--- src/hdl/bls_ram.sv ---
// Generic single-port RAM with registered read data.
module bls_ram #(
  parameter int WIDTH = 32,
  parameter int DEPTH = 16,
  localparam int AW = (DEPTH > 1) ? $clog2(DEPTH) : 1
) (
  input  logic             clk,
  input  logic             we,
  input  logic [AW-1:0]    addr,
  input  logic [WIDTH-1:0] wdata,
  output logic [WIDTH-1:0] rdata
);

  logic [WIDTH-1:0] mem [DEPTH];

  always_ff @(posedge clk) begin
    if (we) begin
      mem[addr] <= wdata;
    end
    rdata <= mem[addr];
  end

endmodule

--- config.mk ---
export PLATFORM = sky130hd
export DESIGN_NAME = bls_ram
export DESIGN_NICKNAME = d
export VERILOG_FILES = /design/src/hdl/bls_ram.sv
export SDC_FILE = /design/constraint.sdc
export NUM_CORES = 1
export LEC_CHECK = 0
export BUFFER_PORTS_ARGS = -buffer_cell sky130_fd_sc_hd__buf_4
export CORE_MARGIN = 3
export CORE_UTILIZATION = 55
export DETAILED_ROUTE_END_ITERATION = 6
export PLACE_DENSITY = 0.86
export SLEW_MARGIN = 20
export SYNTH_ARGS = -nofsm -noshare
export SYNTH_HDL_FRONTEND = slang
export SYNTH_SLANG_ARGS = --single-unit
--- constraint.sdc ---
create_clock -name clk -period 3.8 [get_ports clk]
set_input_delay 0.76 -clock clk [delete_from_list [all_inputs] [get_ports clk]]
set_output_delay 0.76 -clock clk [all_outputs]
set_load 0.05 [all_outputs]
==> results of run 1 <==
per-layer routing:
layer,vias up,share of wire,track usage
met5,-,0,0
met4,0,0.037,0.09031
met3,117,0.10,0.04499
met2,636,0.49,0.3650
met1,4995,0.37,0.3187
li1,3787,-,-
flip-flops by register name (all words and copies together), names as in the netlist:
register / count
mem: 512
rdata: 32
layout make-up:
| class | count | share of cell area |
|---|---|---|
| antenna | 1 | 0.0001097 |
| clock inverter | 17 | 0.005980 |
| timing repair buffer | 102 | 0.03989 |
| clock buffer | 74 | 0.06238 |
| sequential | 544 | 0.7023 |
| multi-input combinational | 251 | 0.1644 |
| tap | 455 | 0.02496 |
cells in the mapped netlist:
library cell	n	area share
buf_2	11	0.0028
nand2b_1	2	0.00063
buf_4	1	0.00038
dfxtp_1	32	0.032
nand3b_1	2	0.00076
edfxtp_1	512	0.77
nand2_1	33	0.0062
nand3_1	1	0.00025
clkbuf_1	27	0.0051
nor3_1	4	0.0010
and2_1	1	0.00032
a22oi_1	64	0.024
nor2_1	13	0.0025
or3b_2	1	0.00044
mux4_2	128	0.15
nor2b_1	2	0.00063
buf_6	6	0.0034
cells by family after synthesis:
family                 share of synthesized area
DFF                                       0.8063
muxes                                     0.1451
AOI/OAI and AO/OA                        0.02419
and+or+nand+nor                          0.01272
buffers and inverters                    0.01165
worst register-to-register path: stages (launching register included):
cell and delay, ns:
edfxtp_1 0.39, mux4_2 0.47, a22oi_1 0.27, nand2_1 0.12
worst max-delay path by stage:
stage | cells past startpoint | slack, ns | to | start
2_1_floorplan | 4 | -0.20 | mem[0][0] | addr[1]
3_3_place_gp | 4 | 1.07 | mem[7][25] | addr[0]
3_5_place_dp | 4 | 1.02 | mem[7][21] | addr[0]
4_1_cts | 5 | 1.60 | rdata[9] | addr[0]
5_1_grt | 5 | 1.44 | rdata[15] | addr[0]
6_report | 5 | 1.61 | rdata[9] | addr[0]
report_power, final:
group | leakage [uW] | total (uW) | internal, uW | switching (uW)
clock network | 0.000765 | 4800 | 2720 | 2080
registers | 0.00489 | 6760 | 6710 | 53.5
logic | 0.00168 | 758 | 279 | 479
per-stage QoR:
step           total power, uW  hold WS [ns]  instance area, um^2
2_1_floorplan             7331        0.6349                19860
3_3_place_gp              7606        0.6404                21240
3_5_place_dp              7636        0.6519                21240
4_1_cts                  12390        0.4721                22800
5_1_grt                  12670        0.4907                22800
6_report                 12320        0.4873                22810
==> results.toml, run 1 <==
[outcome]
status = "complete, no violations"

[synthesis]
syn_nets = 878
syn-cell-area_um2 = 19860
syn_inst = 840
synthDistinctLibCells = 17
syn_area_per_cell_um2 = 23.65
yosys_warnings = 0
ys_ff_latch = 544
seq_area_frac_synth = 0.8063

[global_route]
grt_usage = 0.2288
grt.overflow.total = 0
antenna_found_initial = 0
grt_pass1_wl_um = 64290
grt_max_degree = 77
first_global_vias = 9849

[timing]
slew_headroom = 0.3768
finClkSkew_ns = 0.009617
maxSlewViolCount = 0
tns_ns = 0
fmax_mhz = 457.5
setup_viol_count_final = 0
rsz0062_at_grt = "no"
fin_crit_sh = 0.5753
hold_violations = 0
worst_slack_ns = 1.614
worst_slew_pin_slew_ns = 0.9328
fin_crit_ns = 2.186

[worst_setup_path]
r2r_slack_ns = 2.42
crit_slowest_cell = "mux4_2"
r2r-start = "mem[8][8]"
crit_path_end_kind = "flop"
worstPathBufferInverterCount = 2
crit_arrival_ns = 2.62
cp-start-kind = "primary input"
path_cells = "clkbuf_8, buf_4, mux4_2, a22oi_1, nand2_1"
crit_fanout = 44
max_stage_delay_ns = 0.55
crit_family = "buffers and inverters"
r2r-end = "rdata[8]"
reg2reg_depth = 3
cp_data_required_time_ns = 4.23
criticalPathCategory = "in2reg"

[route]
drt-pass1-iter-count = 7
route.detailed.drc = 0
final_antenna_net_count = 0
routed_wl_um = 43360
vias = 9535
drt_iter0_markers = 1210
detail_route.wl_per_cell_um = 30.03
via_per_inst = 6.603

[place]
io_buffers = 69
dp_slack_ns = 1.020
hpwlAfterDp_um = 22250
dp_cells = 1352
place_congestion = 0.7425

[final_layout]
register_area_um2 = 16020
final_common_cell = "edfxtp_1"
nFillCells = 2151
final_core_util = 0.6506
nets = 987
instances_no_fill = 1444
multi_input_area_um2 = 3750
area_growth_pct = 14.82
layout_common_cells = "512 x edfxtp_1, 128 x mux4_2, 90 x buf_4, 64 x a22oi_1, 51 x clkbuf_16"
drive_above_1_share = 0.3219

[pwr]
p_leak_uw = 0.007337
max-vdd-ir-drop_uv = 464.5
powerDensity_nw_per_um2 = 540.1

[clock_tree]
numCtsBuffers = 50
post_cts_buffers = 0
clkLatencyLatePin_ns = 0.56
cts_resized = 0
clockBufferDepth = 3
h-tree-depth = 2
cts_tree = "done"
cts.reportedPaths.clkPinSlew_ns = 0.06
hold_buffers = 0
root_buffer = "clkbuf_16"
clock-sinks = 544

[min_path]
hold_path_end = "mem[0][17]"
min_from = "wdata[17]"
holdCritPathClass = "in2reg"
min_path_cells = 1

[floorplanning]
die_w_um = 196.0
fp.dieH_um = 196.0
rows = 68
initial_core_util = 0.5666
dieArea_um2 = 38430
core-area_um2 = 35050
pin_count = 70

[job]
drv_cap = 0
Power figures use the tool's default switching activity.
==> run 2: changes to the inputs <==
clock period = 1.9 ns   (was 3.8 ns; I/O delays follow)
==> run 2 against run 1 <==
Core utilization grew 2.3 points. Largest cell class unchanged. Clock power grew 110%. Largest power group unchanged. Final cell count grew 2.6%. Setup slack lost 1.3 ns. Flip-flop and latch count is the same. Design area grew 3.5%. First-iteration DRC count shrank 8.5%. Global-route usage grew 0.84 points. Combinational power grew 120%. Die area is the same. Sequential power grew 100%. Worst hold slack lost 0.38 ns.
==> results.toml, run 2 (synthesis results as in run 1) <==
[outcome]
status = "complete, no violations"

[clock_tree]
post_cts_buffers = 0
h-tree-depth = 2
cts.reportedPaths.clkPinSlew_ns = 0.06
hold_buffers = 0
clkLatencyLatePin_ns = 0.57
clock-sinks = 544
numCtsBuffers = 51
cts_resized = 0
cts_tree = "done"
root_buffer = "clkbuf_16"
clockBufferDepth = 3

[global_route]
gr-usage-met3 = 0.03916
grt_max_degree = 39
grt_pass1_wl_um = 66550
grt_use_met2 = 0.4126
grtUsageMet1 = 0.3098
grt-busiest-layer = "met2"
first_global_vias = 10056
grt.overflow.total = 0
antenna_found_initial = 2
grt_usage = 0.2372

[pwr]
totalPowerFinal_uw = 25440
p_sw_frac = 0.2098
max-vdd-ir-drop_uv = 712.4
p_leak_uw = 0.007683
p_clk_frac = 0.404
seqPwrFrac = 0.532
powerDensity_nw_per_um2 = 1078
p_int_uw = 20110
p_switching_uw = 5337
combPwrFrac = 0.064

[worst_setup_path]
crit_fanout = 1
max_stage_delay_ns = 0.42
crit_slowest_cell = "dfxtp_1"
crit_family = "flip-flops"
criticalPathCategory = "reg2out"
crit_path_end_kind = "output pin"
worstPathBufferInverterCount = 1
cp_data_required_time_ns = 1.52
crit_arrival_ns = 1.21
path_cells = "buf_4"
cp-start-kind = "flop"

[floorplanning]
rows = 68
core-area_um2 = 35050
dieArea_um2 = 38430
initial_core_util = 0.5666
die_w_um = 196.0
fp.dieH_um = 196.0
pin_count = 70

[route]
detail_route.wl_per_cell_um = 30.45
via_per_inst = 6.403
routed_wl_um = 45100
vias = 9483
route.detailed.drc = 0
drt-pass1-iter-count = 5
drt_iter0_markers = 1107
final_antenna_net_count = 0

[final_layout]
top_register = "mem"
reg.largest.list = "mem: 512 flops, rdata: 32 flops"
largest_reg_flops = 512
layout_common_cells = "512 x edfxtp_1, 128 x mux4_2, 96 x buf_4, 64 x a22oi_1, 52 x clkbuf_16"
nets = 1023
drive_above_1_share = 0.3522
final_common_cell = "edfxtp_1"
area_growth_pct = 18.81
instances_no_fill = 1481

[timing]
slew_headroom = 0.3830
hold_violations = 0
rsz0062_at_grt = "no"
maxSlewViolCount = 0
fmax_mhz = 627.3
worst_slew_pin_slew_ns = 0.9235
fin_crit_sh = 0.8390
setup_viol_count_final = 0
finClkSkew_ns = 0.009987
fin_crit_ns = 1.594

[place]
place_congestion = 0.7475
io_buffers = 69
dp_cells = 1386
hpwlAfterDp_um = 24840

[job]
drv_cap = 0

[min_path]
holdCritPathClass = "in2reg"
-- run 2: path summary, 6_finish.rpt --
kind	startpoint	endpoint	slack, ns	cells after the start
worst min-delay path	wdata[4]	mem[5][4]	0.11	1
worst min register to register	mem[6][28]	rdata[28]	0.66	3
worst max register to register	mem[10][29]	rdata[29]	0.49	3
worst max-delay path	rdata[19]	rdata[19]	0.31	1
-- run 2: layout make-up --
cell class / instances / area, um^2
Sequential cell: 544 / 16020
Fill cell: 2046 / 11450
Multi-Input combinational cell: 251 / 3790
Timing Repair Buffer: 137 / 1526
Clock buffer: 74 / 1434
Tap cell: 455 / 569.3
Clock inverter: 19 / 261.5
Antenna cell: 1 / 2.502
-- run 2: stage by stage --
| step | utilization | hold WS, ns | instance area (um^2) | TNS (ns) | worst slack, ns |
|---|---|---|---|---|---|
| floorplan | - | 0.4789 | 20040 | -62.08 | -0.2093 |
| global placement | 0.6242 | 0.6439 | 21880 | -0.07184 | -0.01356 |
| detailed placement | 0.6242 | 0.6615 | 21880 | -2.008 | -0.1267 |
| CTS | 0.6726 | 0.08992 | 23580 | 0 | 0.2765 |
| global route | 0.6732 | 0.1125 | 23600 | 0 | 0.2826 |
| finish | 0.6732 | 0.1085 | 23600 | 0 | 0.3060 |
-- run 2: worst reg2reg max path, stage by stage (launching register included) --
cell	delay, ns
edfxtp_1	0.39
mux4_2	0.47
a22oi_1	0.34
nand2_1	0.09
-- run 2: power by group through the flow --
stage                     Combinational (uW)  Clock, uW  Sequential, uW
after CTS                               1630      10400           13500
after detailed placement                1610          0           13800
after floorplan                          680          0           14000
after global placement                  1560          0           13800
after global routing                    1710      10900           13500
final                                   1630      10300           13500
-- run 2: routing by layer --
layer  vias up  part of all wire  wire (um)
met1      4969              0.35      15980
met2       543              0.53      24090
li1       3870                 -          -
met3        99             0.080       3628
met4         2             0.031       1399
met5         -           0.00016          7
==> run 3: changes to the inputs <==
clock period = 1.4 ns   (was 1.9 ns; I/O delays follow)
==> run 3 against run 2 <==
The flow now finishes with violations (negative setup slack). Critical endpoint is now rdata[12]. Worst hold slack worse by 0.075 ns. Largest power group unchanged. Setup slack worse by 0.34 ns. Via count is 3.5% higher. Clock-buffer cell count is 6 lower. Total power is 39% higher. Critical path depth is 2 higher. Clock skew is 0.015 ns higher. Register-to-register slack worse by 0.52 ns. Die area stayed put. Non-clock buffer count is 63 higher.
==> results.toml, run 3 (synthesis results as in run 1) <==
[outcome]
status = "finished with violations"
violations = "negative setup slack"

[timing]
hold_violations = 0
rsz0062_at_grt = "yes"
fin_crit_ns = 1.433
fmax_mhz = 697.6
worst_slew_pin_slew_ns = 0.6187
maxSlewViolCount = 0
fin_crit_sh = 1.024
hold_slack_ns = 0.03312
worst_slack_ns = -0.03343
setup_viol_count_final = 3
finClkSkew_ns = 0.02490
slew_headroom = 0.5866

[worst_setup_path]
path_cells = "mux4_2, a22oi_2, nand2_1"
cp-start-kind = "flop"
criticalPathCategory = "reg2reg"
r2r-start = "mem[3][12]"
worstSetupStartpoint = "mem[3][12]"
crit_fanout = 1
max_stage_delay_ns = 0.56
crit_arrival_ns = 1.90
crit_slowest_cell = "mux4_2"
crit_path_end_kind = "flop"
cp_data_required_time_ns = 1.87

[global_route]
antenna_found_initial = 0
first_global_vias = 10654
grt_max_degree = 33
grt.overflow.total = 0
grt_pass1_wl_um = 69280
grt_usage = 0.2504

[route]
drt-pass1-iter-count = 5
routed_wl_um = 46880
vias = 9811
via_per_inst = 6.346
detail_route.wl_per_cell_um = 30.32
drt_iter0_markers = 1017
route.detailed.drc = 0
final_antenna_net_count = 0

[floorplanning]
die_w_um = 196.0
pin_count = 70
initial_core_util = 0.5666
dieArea_um2 = 38430
core-area_um2 = 35050
rows = 68
fp.dieH_um = 196.0

[clock_tree]
clkLatencyLatePin_ns = 0.60
root_buffer = "clkbuf_16"
numCtsBuffers = 51
cts_tree = "done"
clock-sinks = 544
clockBufferDepth = 3
cts.reportedPaths.clkPinSlew_ns = 0.06
h-tree-depth = 2

[final_layout]
area_growth_pct = 23.06
largest_reg_flops = 512
layout_common_cells = "512 x edfxtp_1, 128 x mux4_2, 99 x buf_4, 57 x a22oi_1, 52 x clkbuf_16"
top_register = "mem"
num_antenna_cells = 0
reg.largest.list = "mem: 512 flops, rdata: 32 flops"
drive_above_1_share = 0.3951
final_common_cell = "edfxtp_1"
nets = 1086

[min_path]
holdCritPathClass = "in2reg"
min_from = "wdata[4]"

[pwr]
max-vdd-ir-drop_uv = 1363
p_leak_uw = 0.008072
powerDensity_nw_per_um2 = 1442

[place]
io_buffers = 69
hpwlAfterDp_um = 25930
dp_slack_ns = -0.4323
place_congestion = 0.7603

[job]
drv_cap = 0
==> run 3: cell count changes in the layout (fill, tap and decap cells not counted), moves of 13 or more <==
cell | before | now
dlygate4sd3_1 | 0 | 31
dfxtp_2 | 0 | 18
buf_8 | 0 | 13
dfxtp_1 | 32 | 9
buf_6 | 1 | 19
==> run 3: worst paths after layout <==
path,end,slack [ns],depth (start not counted)
max,rdata[12],-0.03,3
min,mem[2][4],0.03,1
max reg2reg,rdata[12],-0.03,3
min reg2reg,rdata[14],0.68,3
==> run 3: layout make-up <==
type	count	area [um^2]
Clock buffer	68	1421
Clock inverter	28	327.8
Fill cell	1940	10610
Multi-Input combinational cell	251	3844
Sequential cell	544	16060
Tap cell	455	569.3
Timing Repair Buffer	200	2225
==> run 3: per-layer routing <==
| metal | global-route usage | vias up | routed length (um) |
|---|---|---|---|
| li1 | - | 3994 | - |
| met1 | 0.3215 | 5147 | 16680 |
| met2 | 0.4278 | 568 | 24700 |
| met3 | 0.04809 | 102 | 3954 |
| met4 | 0.1003 | 0 | 1548 |
| met5 | 0 | - | 0 |
==> run 3: where the power goes <==
group / internal [uW] / switching [uW] / total (uW)
logic: 1080 / 1400 / 2480
clock network: 8440 / 5910 / 14400
registers: 18200 / 185 / 18400
==> run 3: through the flow <==
| stage | util | setup TNS [ns] | power (uW) | cells | instance area [um^2] |
|---|---|---|---|---|---|
| final | 0.6973 | -0.05082 | 35240 | 1546 | 24440 |
| after global routing | 0.6973 | -0.1669 | 36140 | 1546 | 24440 |
| after CTS | 0.6954 | -0.2371 | 35380 | 1545 | 24380 |
| after detailed placement | 0.6309 | -175.76 | 20950 | 1418 | 22120 |
| after global placement | 0.6309 | -160.14 | 20850 | 1418 | 22120 |
| after floorplan | - | -193.00 | 19980 | 840 | 20180 |
==> run 3: critical path: cells and delay by family, from the launching register on <==
| kind | cells | cell delay, ns |
|---|---|---|
| compound gates | 1 | 0.22 |
| simple gates | 1 | 0.08 |
| mux | 1 | 0.56 |
| flops | 1 | 0.46 |
==> run 3: repair_timing <==
action                     in CTS  in global routing
hold endpoints to repair      496                  0
pin swaps                       0                  0
buffers inserted                0                  0
hold buffers                   31                  0
setup endpoints to repair      31                 22
resized for setup              68                 11
